[config.mk]
export PLATFORM = sky130hd
export DESIGN_NAME = base64_line_wrapped_encoder
export DESIGN_NICKNAME = d
export VERILOG_FILES = /design/src/hdl/b64lw_pkg.sv /design/src/hdl/b64lw_fifo.sv /design/src/hdl/b64lw_front.sv /design/src/hdl/b64lw_back.sv /design/src/hdl/base64_line_wrapped_encoder.sv
export SDC_FILE = /design/constraint.sdc
export NUM_CORES = 1
export LEC_CHECK = 0
export BUFFER_PORTS_ARGS = -buffer_cell sky130_fd_sc_hd__buf_2
export CORE_ASPECT_RATIO = 1.4
export CORE_MARGIN = 5
export CORE_UTILIZATION = 60
export CTS_BUF_LIST = sky130_fd_sc_hd__clkbuf_2
export DETAILED_ROUTE_END_ITERATION = 16
export GPL_ROUTABILITY_DRIVEN = 0
export PLACE_DENSITY_LB_ADDON = 0.05
export RECOVER_POWER = 100
export SYNTH_ARGS = -nofsm -noshare
export SYNTH_HDL_FRONTEND = slang
export SYNTH_SLANG_ARGS = --single-unit
[constraint.sdc]
create_clock -name clk_i -period 5 [get_ports clk_i]
set_clock_uncertainty 0.05 [all_clocks]
set_input_delay 1 -clock clk_i [delete_from_list [all_inputs] [get_ports clk_i]]
set_output_delay 1 -clock clk_i [all_outputs]
set_load 0.005 [all_outputs]
[src/hdl/b64lw_pkg.sv]
// Shared types, constants and the Base64 alphabet for the line-wrapped encoder.
// No dependencies.
package b64lw_pkg;

  // Group queue between front and back
  localparam int QDepth = 2;
  localparam int QPtrW  = (QDepth > 1) ? $clog2(QDepth) : 1;
  localparam int QCntW  = $clog2(QDepth + 1);

  localparam int LimitW    = 10;
  localparam int CharIdxW  = 3;

  // Character codes
  localparam logic [7:0] CharPad    = 8'h3d;
  localparam logic [7:0] CharCr     = 8'h0d;
  localparam logic [7:0] CharLf     = 8'h0a;
  localparam logic [7:0] CharPlus   = 8'h2b;
  localparam logic [7:0] CharSlash  = 8'h2f;
  localparam logic [7:0] AsciiUpper = 8'h41;
  localparam logic [7:0] AsciiLower = 8'h61;
  localparam logic [7:0] AsciiDigit = 8'h30;

  // How a queued group ends
  typedef enum logic [1:0] {
    KindFull = 2'd0,
    KindPad1 = 2'd1,
    KindPad2 = 2'd2
  } group_kind_e;

  // One group of up to three bytes, ready for output
  typedef struct packed {
    logic [23:0] data;
    group_kind_e kind;
    logic        brk;
    logic        last;
  } group_t;

  // Map a six-bit value onto the standard alphabet
  function automatic logic [7:0] enc_six(input logic [5:0] six);
    logic [7:0] v;
    v = {2'b00, six};
    priority if (six < 6'd26) begin
      return AsciiUpper + v;
    end else if (six < 6'd52) begin
      return AsciiLower + v - 8'd26;
    end else if (six < 6'd62) begin
      return AsciiDigit + v - 8'd52;
    end else if (six == 6'd62) begin
      return CharPlus;
    end else begin
      return CharSlash;
    end
  endfunction

endpackage

[src/hdl/b64lw_fifo.sv]
// Short register queue of byte groups between front and back.
// Depends on b64lw_pkg.
module b64lw_fifo (
  input  logic              clk_i,
  input  logic              rst_ni,
  input  logic              push_i,
  input  b64lw_pkg::group_t push_data_i,
  input  logic              pop_i,
  output b64lw_pkg::group_t head_o,
  output logic              not_empty_o,
  output logic              full_o
);

  b64lw_pkg::group_t                    mem_q [b64lw_pkg::QDepth];
  logic [b64lw_pkg::QPtrW-1:0]          wr_ptr_q, wr_ptr_d, rd_ptr_q, rd_ptr_d;
  logic [b64lw_pkg::QCntW-1:0]          cnt_q, cnt_d;

  assign head_o      = mem_q[rd_ptr_q];
  assign not_empty_o = (cnt_q != '0);
  assign full_o      = (cnt_q == b64lw_pkg::QCntW'(b64lw_pkg::QDepth));

  // Advance pointers and occupancy
  always_comb begin
    wr_ptr_d = wr_ptr_q;
    rd_ptr_d = rd_ptr_q;
    cnt_d    = cnt_q;
    if (push_i) begin
      wr_ptr_d = (wr_ptr_q == b64lw_pkg::QPtrW'(b64lw_pkg::QDepth - 1)) ? '0
                                                                         : wr_ptr_q + 1'b1;
    end
    if (pop_i) begin
      rd_ptr_d = (rd_ptr_q == b64lw_pkg::QPtrW'(b64lw_pkg::QDepth - 1)) ? '0
                                                                         : rd_ptr_q + 1'b1;
    end
    if (push_i && !pop_i) begin
      cnt_d = cnt_q + 1'b1;
    end else if (pop_i && !push_i) begin
      cnt_d = cnt_q - 1'b1;
    end
  end

  always_ff @(posedge clk_i or negedge rst_ni) begin
    if (!rst_ni) begin
      wr_ptr_q <= '0;
      rd_ptr_q <= '0;
      cnt_q    <= '0;
    end else begin
      wr_ptr_q <= wr_ptr_d;
      rd_ptr_q <= rd_ptr_d;
      cnt_q    <= cnt_d;
    end
  end

  // Store pushed group
  always_ff @(posedge clk_i) begin
    if (push_i) begin
      mem_q[wr_ptr_q] <= push_data_i;
    end
  end

endmodule

[src/hdl/b64lw_front.sv]
// Front end: accepts bytes, gathers groups of three and decides line breaks.
// Depends on b64lw_pkg.
module b64lw_front (
  input  logic                         clk_i,
  input  logic                         rst_ni,
  input  logic                         cfg_we_i,
  input  logic [b64lw_pkg::LimitW-1:0] cfg_wdata_i,
  input  logic                         in_valid_i,
  output logic                         in_stall_o,
  input  logic [7:0]                   data_byte_i,
  input  logic                         message_last_i,
  input  logic                         q_full_i,
  output logic                         push_o,
  output b64lw_pkg::group_t            push_data_o
);

  logic [b64lw_pkg::LimitW-1:0] line_limit_q, line_count_q, line_count_d;
  logic [15:0]                  held_q, held_d;
  logic [1:0]                   pos_q, pos_d, pos_eff;
  logic                         accept, finish;
  logic [b64lw_pkg::LimitW:0]   cnt;
  logic                         brk_due;

  assign in_stall_o = q_full_i;
  assign accept     = in_valid_i && !q_full_i;
  assign pos_eff    = (pos_q == 2'd3) ? 2'd0 : pos_q;
  assign finish     = message_last_i || (pos_eff == 2'd2);
  assign push_o     = accept && finish;

  // Break test without wrap: count + 4 + 4 > limit
  assign cnt     = {1'b0, line_count_q} + (b64lw_pkg::LimitW + 1)'(4);
  assign brk_due = ({1'b0, cnt} + (b64lw_pkg::LimitW + 2)'(4)) > {2'b00, line_limit_q};

  // Build the group for the queue
  always_comb begin
    push_data_o.last = message_last_i;
    push_data_o.brk  = 1'b0;
    unique case (pos_eff)
      2'd0: begin
        push_data_o.data = {data_byte_i, 16'h0000};
        push_data_o.kind = b64lw_pkg::KindPad2;
      end
      2'd1: begin
        push_data_o.data = {held_q[15:8], data_byte_i, 8'h00};
        push_data_o.kind = b64lw_pkg::KindPad1;
      end
      default: begin
        push_data_o.data = {held_q, data_byte_i};
        push_data_o.kind = b64lw_pkg::KindFull;
        push_data_o.brk  = brk_due;
      end
    endcase
  end

  // Hold pending bytes and track the line count
  always_comb begin
    held_d       = held_q;
    pos_d        = pos_q;
    line_count_d = line_count_q;
    if (accept) begin
      if (finish) begin
        held_d = '0;
        pos_d  = '0;
        if (message_last_i || push_data_o.brk) begin
          line_count_d = '0;
        end else begin
          line_count_d = cnt[b64lw_pkg::LimitW-1:0];
        end
      end else begin
        held_d = (pos_eff == 2'd0) ? {data_byte_i, 8'h00} : {held_q[15:8], data_byte_i};
        pos_d  = pos_eff + 2'd1;
      end
    end
  end

  always_ff @(posedge clk_i or negedge rst_ni) begin
    if (!rst_ni) begin
      line_limit_q <= b64lw_pkg::LimitW'(76);
      line_count_q <= '0;
      held_q       <= '0;
      pos_q        <= '0;
    end else begin
      if (cfg_we_i) begin
        line_limit_q <= cfg_wdata_i;
      end
      line_count_q <= line_count_d;
      held_q       <= held_d;
      pos_q        <= pos_d;
    end
  end

endmodule

[src/hdl/b64lw_back.sv]
// Back end: turns queued groups into characters in an output register, one per
// cycle unless the output stalls. Depends on b64lw_pkg.
module b64lw_back (
  input  logic              clk_i,
  input  logic              rst_ni,
  input  b64lw_pkg::group_t job_i,
  input  logic              job_valid_i,
  output logic              pop_o,
  output logic              out_valid_o,
  input  logic              out_stall_i,
  output logic [7:0]        out_char_o,
  output logic              run_last_o,
  output logic              message_end_o
);

  logic [b64lw_pkg::CharIdxW-1:0] idx_q, idx_d, last_idx;
  logic                           out_valid_q, out_valid_d;
  logic [7:0]                     char_q, char_d;
  logic                           run_last_q, message_end_q;
  logic                           load, at_end;

  assign last_idx = job_i.brk ? b64lw_pkg::CharIdxW'(5) : b64lw_pkg::CharIdxW'(3);
  assign at_end   = (idx_q == last_idx);
  assign load     = job_valid_i && (!out_valid_q || !out_stall_i);
  assign pop_o    = load && at_end;

  // Select the character at the current position of the group
  always_comb begin
    unique case (idx_q)
      3'd0: char_d = b64lw_pkg::enc_six(job_i.data[23:18]);
      3'd1: char_d = b64lw_pkg::enc_six(job_i.data[17:12]);
      3'd2: char_d = (job_i.kind == b64lw_pkg::KindPad2) ? b64lw_pkg::CharPad
                                                         : b64lw_pkg::enc_six(job_i.data[11:6]);
      3'd3: char_d = (job_i.kind != b64lw_pkg::KindFull) ? b64lw_pkg::CharPad
                                                         : b64lw_pkg::enc_six(job_i.data[5:0]);
      3'd4: char_d = b64lw_pkg::CharCr;
      default: char_d = b64lw_pkg::CharLf;
    endcase
  end

  // Advance position and output valid
  always_comb begin
    idx_d       = idx_q;
    out_valid_d = out_valid_q;
    if (load) begin
      out_valid_d = 1'b1;
      idx_d       = at_end ? '0 : idx_q + 1'b1;
    end else if (!out_stall_i) begin
      out_valid_d = 1'b0;
    end
  end

  always_ff @(posedge clk_i or negedge rst_ni) begin
    if (!rst_ni) begin
      idx_q       <= '0;
      out_valid_q <= 1'b0;
    end else begin
      idx_q       <= idx_d;
      out_valid_q <= out_valid_d;
    end
  end

  // Load output payload
  always_ff @(posedge clk_i) begin
    if (load) begin
      char_q        <= char_d;
      run_last_q    <= at_end;
      message_end_q <= at_end && job_i.last;
    end
  end

  assign out_valid_o   = out_valid_q;
  assign out_char_o    = char_q;
  assign run_last_o    = run_last_q;
  assign message_end_o = message_end_q;

endmodule

[src/hdl/base64_line_wrapped_encoder.sv]
// Line-wrapped Base64 encoder, top level.
// Depends on b64lw_pkg, b64lw_front, b64lw_fifo and b64lw_back.
//
// Input channel: one raw byte per item (data_byte_i, message_last_i), taken at
// an edge where in_valid_i is high and in_stall_o low. Output channel: one
// character per item (out_char_o, run_last_o, message_end_o), delivered where
// out_valid_o is high and out_stall_i low. cfg_we_i writes the line limit
// (reset 76); write it only while the block is idle.
// Every third byte, or the last byte of a message, forms a group that the front
// end queues; the back end emits four characters, plus CR LF when the line is
// full, one per cycle while the receiver does not stall. With the back end free,
// a group passes the group queue and then the output register before its first
// character is shown. The single character output port limits the rate: a
// full group gives four characters (six with CR LF); bytes are taken every
// cycle while the two-entry group queue has room. When the receiver stalls,
// the output register holds its character and the queue fills, after which
// in_stall_o rises. Reset clears pending bytes, line count, queue and output
// valid, and restores the line limit.
module base64_line_wrapped_encoder (
  input  logic                         clk_i,
  input  logic                         rst_ni,
  input  logic                         cfg_we_i,
  input  logic [b64lw_pkg::LimitW-1:0] cfg_wdata_i,
  input  logic                         in_valid_i,
  output logic                         in_stall_o,
  input  logic [7:0]                   data_byte_i,
  input  logic                         message_last_i,
  output logic                         out_valid_o,
  input  logic                         out_stall_i,
  output logic [7:0]                   out_char_o,
  output logic                         run_last_o,
  output logic                         message_end_o
);

  b64lw_pkg::group_t push_data, head;
  logic              push, pop, q_full, q_not_empty;

  // Gather bytes into groups
  b64lw_front u_front (
    .clk_i          (clk_i),
    .rst_ni         (rst_ni),
    .cfg_we_i       (cfg_we_i),
    .cfg_wdata_i    (cfg_wdata_i),
    .in_valid_i     (in_valid_i),
    .in_stall_o     (in_stall_o),
    .data_byte_i    (data_byte_i),
    .message_last_i (message_last_i),
    .q_full_i       (q_full),
    .push_o         (push),
    .push_data_o    (push_data)
  );

  // Decouple front and back
  b64lw_fifo u_fifo (
    .clk_i       (clk_i),
    .rst_ni      (rst_ni),
    .push_i      (push),
    .push_data_i (push_data),
    .pop_i       (pop),
    .head_o      (head),
    .not_empty_o (q_not_empty),
    .full_o      (q_full)
  );

  // Emit characters
  b64lw_back u_back (
    .clk_i         (clk_i),
    .rst_ni        (rst_ni),
    .job_i         (head),
    .job_valid_i   (q_not_empty),
    .pop_o         (pop),
    .out_valid_o   (out_valid_o),
    .out_stall_i   (out_stall_i),
    .out_char_o    (out_char_o),
    .run_last_o    (run_last_o),
    .message_end_o (message_end_o)
  );

endmodule

# Word level (Yosys, flattened, before mapping)
# Memory sizes are Yosys's and may differ from the RTL's.
# Cells that the tools add are included.
dict set report totals {
  ff_bits 56
  out_inout_bits 12
  inputBits 24
  elab_cells 130
  latchBits 0
  romBits 0
  mem_count 1
  ramBits 56
}
# memory words width read_ports rd_ports_with_merged_regs write_ports line_no
set memory_table {}
lappend memory_table {u_fifo.mem_q 2 28 1 0 1 b64lw_fifo.sv:14} ;# b64lw_pkg::group_t mem_q [b64lw_pkg::QDepth];
dict set report op_classes {
  multipliers 0
  n_addsub 28
  reduce_logical 24
  mux 36
  n_bitwise 0
  div 0
  n_shift 0
  eq_ne 15
  n_lt_le_gt_ge 13
}
# cell count
set op_table {}
lappend op_table {{$mux 8} 14}
lappend op_table {{$add 7x6->8 const A} 8}
lappend op_table {{$pmux 26 s2} 1}
lappend op_table {{$lt 6x6->1 const B} 8}
lappend op_table {{$pmux 8 s5} 1}
lappend op_table {{$mux 16} 2}
lappend op_table {{$sub 8x5->8 const B} 4}
lappend op_table {{$sub 8x6->8 const B} 4}
lappend op_table {{$add 6x6->7 const A} 4}
lappend op_table {{$eq 6x6->1 const B} 4}
lappend op_table {{$lt 6x5->1 const B} 4}
lappend op_table {{$mux 3} 6}
lappend op_table {{$add 11x3->12 const B} 1}
lappend op_table {{$gt 12x10->1} 1}
lappend op_table {{$add 10x3->11 const B} 1}
lappend op_table {{$mux 10} 1}
lappend op_table {{$eq 2x2->1 const B} 4}
lappend op_table {{$mux 2} 4}
lappend op_table {{$reduce_bool 2->1} 4}
lappend op_table {{$logic_and 1x1->1} 7}
lappend op_table {{$mux 1} 7}
lappend op_table {{$eq 3x2->1 const B} 2}
lappend op_table {{$logic_not 1->1} 5}
lappend op_table {{$add 2x1->2 const B} 2}
lappend op_table {{other kinds (13)} 17}

# Logic depth before layout (Yosys ltp)
dict set report logic_depth {
  depth_word 9
  mapped_depth 14
  mapped_depth_nobuf 14
}

# Hierarchy
# A second synthesis with hierarchy kept.
dict set report hier_totals {
  cells_unflattened 666
  area_unflattened_um2 6971.7
}
# module cells_each instances seq_area_each_um2 area_each_um2
set modules_own_cells {}
lappend modules_own_cells {b64lw_back 308 1 400.4 2382.3}
lappend modules_own_cells {b64lw_front 255 1 904.6 2332.2}
lappend modules_own_cells {b64lw_fifo 103 1 1781.7 2257.2}

# Worst setup path after synthesis
# OpenSTA, ideal clock, no wires.
dict set report synth_path {
  kind {reg2reg}
  from {register u_front.line_count_q[2] in the netlist's numbering}
  to {register u_front.line_count_q[9] in the netlist's numbering}
  setup_slack_ps 1707
  period_less_slack_ps 3293
  n_path_buf 0
  setup_time_ps 82
  path_stages_with_launch 14
  arrival_time_ps 3161
  path_cell_list {dfrtp_1 > ha_1 > nand2_1 > or3_4 > and2_1 > nor3_1 > xor2_1 > ha_1 > nand4_1 > or4_1 > o221a_2 > a211oi_4 > o21ai_0 > a31oi_1}
}
dict set report synth_via {
  elab_chain_len 6
}
# item line_no
set synth_rtl {}
lappend synth_rtl {{start, declared} b64lw_front.sv:17} ;# logic [b64lw_pkg::LimitW-1:0] line_limit_q, line_count_q, line_count_d;
lappend synth_rtl {{start signal, assigned} b64lw_front.sv:86} ;# line_count_q <= line_count_d;
lappend synth_rtl {{$add 10x3->11 (*)} b64lw_front.sv:31} ;# assign cnt = {1'b0, line_count_q} + (b64lw_pkg::LimitW + 1)'(4);
lappend synth_rtl {{$add 11x3->12} b64lw_front.sv:32} ;# assign brk_due = ({1'b0, cnt} + (b64lw_pkg::LimitW + 2)'(4)) > {2'b00, line_limit_q};
lappend synth_rtl {{$gt 12x10->1} b64lw_front.sv:32}
lappend synth_rtl {{$mux 1} b64lw_front.sv:38} ;# unique case (pos_eff)
lappend synth_rtl {{$logic_or 1x1->1} b64lw_front.sv:64} ;# if (message_last_i || push_data_o.brk) begin
lappend synth_rtl {{$mux 10 (*)} b64lw_front.sv:64}
# Mark *: on every way between the ends. The rest lies on a longest branch, timed or not.
# A chain may end at the register's enable or synchronous reset.

# Worst setup path in the final report
dict set report layout_path {
  from {register u_fifo.rd_ptr_q}
  to {register u_back.char_q[1], in the netlist u_back.out_char_o[1], data pin}
}
dict set report layout_via {
  elab_chain_len 8
  elab_cells_between_ends 50
  cone_classes {add/sub (20); order compare (12); eq/ne (1); mux (15); reduce/logical (1); memory (1)}
}
# item line_no
set layout_rtl {}
lappend layout_rtl {{start, declared} b64lw_fifo.sv:15} ;# logic [b64lw_pkg::QPtrW-1:0] wr_ptr_q, wr_ptr_d, rd_ptr_q, rd_ptr_d;
lappend layout_rtl {{start signal, assigned} b64lw_fifo.sv:49} ;# rd_ptr_q <= rd_ptr_d;
lappend layout_rtl {{$mem_v2 2x28 (*)} n/a}
lappend layout_rtl {{$add 6x6->7} b64lw_pkg.sv:47} ;# return AsciiDigit + v - 8'd52;
lappend layout_rtl {{$sub 8x6->8} b64lw_pkg.sv:47}
lappend layout_rtl {{$mux 8} b64lw_pkg.sv:46} ;# end else if (six < 6'd62) begin
lappend layout_rtl {{$mux 8} b64lw_pkg.sv:44} ;# end else if (six < 6'd52) begin
lappend layout_rtl {{$mux 8} b64lw_pkg.sv:42} ;# priority if (six < 6'd26) begin
lappend layout_rtl {{$mux 8, on equally long branches} {b64lw_back.sv:34, b64lw_back.sv:32}}
lappend layout_rtl {{$pmux 8 s5 (*)} b64lw_back.sv:29} ;# unique case (idx_q)
lappend layout_rtl {{named net u_back.char_d[1]} b64lw_back.sv:18} ;# logic [7:0] char_q, char_d;
lappend layout_rtl {{end signal, assigned} b64lw_back.sv:66} ;# char_q <= char_d;
lappend layout_rtl {{end, declared} b64lw_back.sv:18}
# Mark *: on every way through the listed nets, which the timed path passes. The rest lies on a longest branch.

==> impl_metrics.ini <==
[routing]
vias = 5698
route.detailed.drc = 0
routed_wl_mm = 17.0
routedWlPerCell_um = 18.6
drtIter0Drc = 341
first_pass_iters = 7
drtAntennaViolNets = 0
vias_per_cell = 6.23

[sta]
tightest_slew_ns = 2.47
fmax_mhz = 244
rsz0062_at_grt = no
min_period_over_period_pct = 82.1
drv_slew = 103
slew_headroom_pct = -64.6
period_needed_ns = 4.10
final.setup.worst_slack_ns = 0.896
hold_viol = 0
fin_setup_tns_ns = 0
setup_viol = 0

[yosys]
synth_area_mm2 = 0.00736
ys_ff_latch = 110
synth_warnings = 0
synthesis.area_per_instance_um2 = 10.0
synthDistinctLibCells = 75
synth_fp_nets = 817
ys.flop_type = edfxtp_1
synth_edf_count = 66
ys_seq_area_share_pct = 42.0
synthCells = 734
async_reset_ff_share_pct = 40.0

[power_and_ir_drop]
vdd_drop_max_mv = 0.290
p_per_area_mw_per_mm2 = 541
p_leak_uw = 0.00309

[clocking]
path_clk_slew_ns = 0.30
cts-root-buf = clkbuf_2
cts_setup_buffers = 0
cts_hold_buf = 0
cts_inserted_buffers = 9
ctsHtreeMaxLevel = 3
cts.sinks = 110
cts_buffer_depth = 2
ctsResizeCount = 0
clk_latency_ns = 0.59
tritoncts = done

[worst_setup_path]
crit_fanout = 44
cp_top_family = flip-flops
cp.arrival_ns = 4.41
crit_path_end_kind = register
path_cells = buf_4 > mux2i_1 > ha_1 > nand2_1 > o211ai_2 > nand3_1 > o21ai_0 > a311oi_1 > or4_1
cp.required_ns = 5.31
path_class = reg -> reg
slowest_delay_ns = 1.03
worstPathBufferInverterCount = 1
crit_slowest_cell = dfrtp_1
start_kind = register

[global_route]
grt_use_total_pct = 23.4
grt_max_degree = 45
grtUsageMet3_pct = 3.07
grt_pass1_vias = 5599
met1_usage_pct = 27.9
top_usage_layer = met2
grt_pass1_wl_mm = 27.9
antenna_found_initial = 1
use_met2_pct = 41.1
overflow = 0

[placement]
dp_hpwl_mm = 13.1
place_ws_ns = 1.25
dp.cells = 898
numPortBuffers = 35

[floorplanning]
initial_utilization_pct = 60.3
io_pins = 36
die_y_um = 141
die_w_um = 104
num_rows = 48
die_area_mm2 = 0.0146
core_region_area_mm2 = 0.0122

[worst_hold_path]
hold_class = reg -> reg

[run_status]
status = complete, but fails checks
violations = capacitance limit, slew limit

[finish]
layout.cells.non_filler = 915
synthToLayoutAreaGrowth_pct = 4.34
nNetsFinal = 842
n_fill_cell = 1025
drive_gt1_share_pct = 9.69

[run]
maxCapViolCount = 3
[cells in the final DEF (no fill, tap or decap), types with 15 or more instances in the layout]
| cell type | n |
|---|---|
| xnor2_1 | 23 |
| nand2_1 | 88 |
| dfrtp_1 | 41 |
| a22o_1 | 21 |
| edfxtp_1 | 66 |
| inv_1 | 47 |
| xor2_1 | 15 |
| o21ai_0 | 51 |
| nor2_1 | 30 |
| a21oi_1 | 31 |
| nand3_1 | 25 |
| ha_1 | 59 |
| buf_2 | 25 |
| mux2i_1 | 15 |
[logic make-up (layout without fill, tap and decap cells)]
family / count (synthesis) / count (layout) / share of synthesized area (%)
AND/OR/NAND/NOR: 241 / 241 / 16.6
AO/OA/AOI/OAI: 183 / 183 / 17.6
flip-flops: 110 / 110 / 42.0
buffers and inverters: 74 / 104 / 4.44
adder cells (fa/ha/maj): 59 / 59 / 10.0
XOR/XNOR: 38 / 38 / 4.52
multiplexers: 29 / 29 / 4.86
other: 0 / 1 / 0
[flip-flops by register name, summed over array words and instances, names as in the netlist]
name                  cells
u_front.line_limit_q     10
u_fifo.wr_ptr_q           1
u_back.message_end_o      1
u_fifo.cnt_q              2
u_front.pos_q             2
u_fifo.mem_q             56
u_back.idx_q              3
u_front.line_count_q      8
u_front.held_q           16
u_back.run_last_o         1
u_back.out_char_o         8
u_fifo.rd_ptr_q           1
u_back.out_valid_o        1
[metal layers]
layer / part of all wire, % / vias to the layer above / wire, um
met5: 0 / - / 0
met4: 4.8 / 0 / 822
met3: 4.6 / 59 / 781
met2: 50 / 220 / 8490
met1: 41 / 2680 / 6930
li1: - / 2739 / -
[path summary, 6_finish.rpt]
kind                                 startpoint  depth (start not counted)  slack [ns]                      end
worst min-delay path            u_fifo.cnt_q[1]                          1        0.47          u_fifo.cnt_q[1]
min in group asynchronous                rst_ni                          1        1.06          u_back.idx_q[2]
max in group asynchronous                rst_ni                          1        2.44  u_front.line_count_q[8]
worst min register to register  u_fifo.cnt_q[1]                          1        0.47          u_fifo.cnt_q[1]
worst max-delay path            u_fifo.rd_ptr_q                          9        0.90     u_back.out_char_o[1]
worst max register to register  u_fifo.rd_ptr_q                          9        0.90     u_back.out_char_o[1]
[where the power goes]
part / leakage, uW / internal [uW] / switching (uW)
sequential: 0.00118 / 1290 / 183
clock: 0.0000662 / 73.3 / 298
combinational: 0.00184 / 885 / 1420
total: 0.00309 / 2250 / 1900
[final cells by class]
| type | count | area [um2] | share of cell area [%] |
|---|---|---|---|
| tap | 150 | 188 | 2.45 |
| inverter | 47 | 176 | 2.30 |
| antenna | 1 | 2.50 | 0.0326 |
| multi-input combinational | 550 | 3930 | 51.3 |
| sequential | 110 | 3090 | 40.2 |
| timing repair buffer | 41 | 193 | 2.51 |
| clock buffer | 10 | 50.0 | 0.652 |
| clock inverter | 6 | 45.0 | 0.587 |
[synthesized netlist by cell type, drive strengths merged (4+ instances only)]
cell,number,share of area [%]
nand2,88,4.5
edfxtp,66,27
ha,59,10
o21ai,53,3.6
inv,47,2.4
dfrtp,41,14
a21oi,34,2.5
nor2,31,1.6
nand3,26,1.8
mux2i,23,3.9
xnor2,23,2.7
a22o,21,2.5
xor2,15,1.8
clkbuf,14,0.71
nor2b,14,1.2
and2,13,1.1
buf,13,1.3
nor3,12,0.82
nand2b,11,0.94
nand4,9,0.77
o211ai,9,1.1
a31oi,8,0.68
a211oi,7,0.88
nor4,7,0.77
or3,7,0.66
mux2,6,0.97
nand3b,5,0.51
a221oi,4,0.48
a22oi,4,0.41
a32oi,4,0.48
nor4b,4,0.48
o22ai,4,0.34
o32ai,4,0.68
[through the flow]
stage / power [uW] / cell area (um2) / utilization [%] / hold slack [ns]
3_3_place_gp: 3710 / 7620 / 62.5 / 0.414
5_1_grt: 4470 / 7670 / 63.0 / 0.481
6_report: 4150 / 7670 / 63.0 / 0.472
4_1_cts: 4160 / 7710 / 63.3 / 0.464
3_5_place_dp: 3790 / 7620 / 62.5 / 0.421
2_1_floorplan: 3230 / 7360 / - / 0.401
No activity file was read; power rests on OpenSTA's default activity.
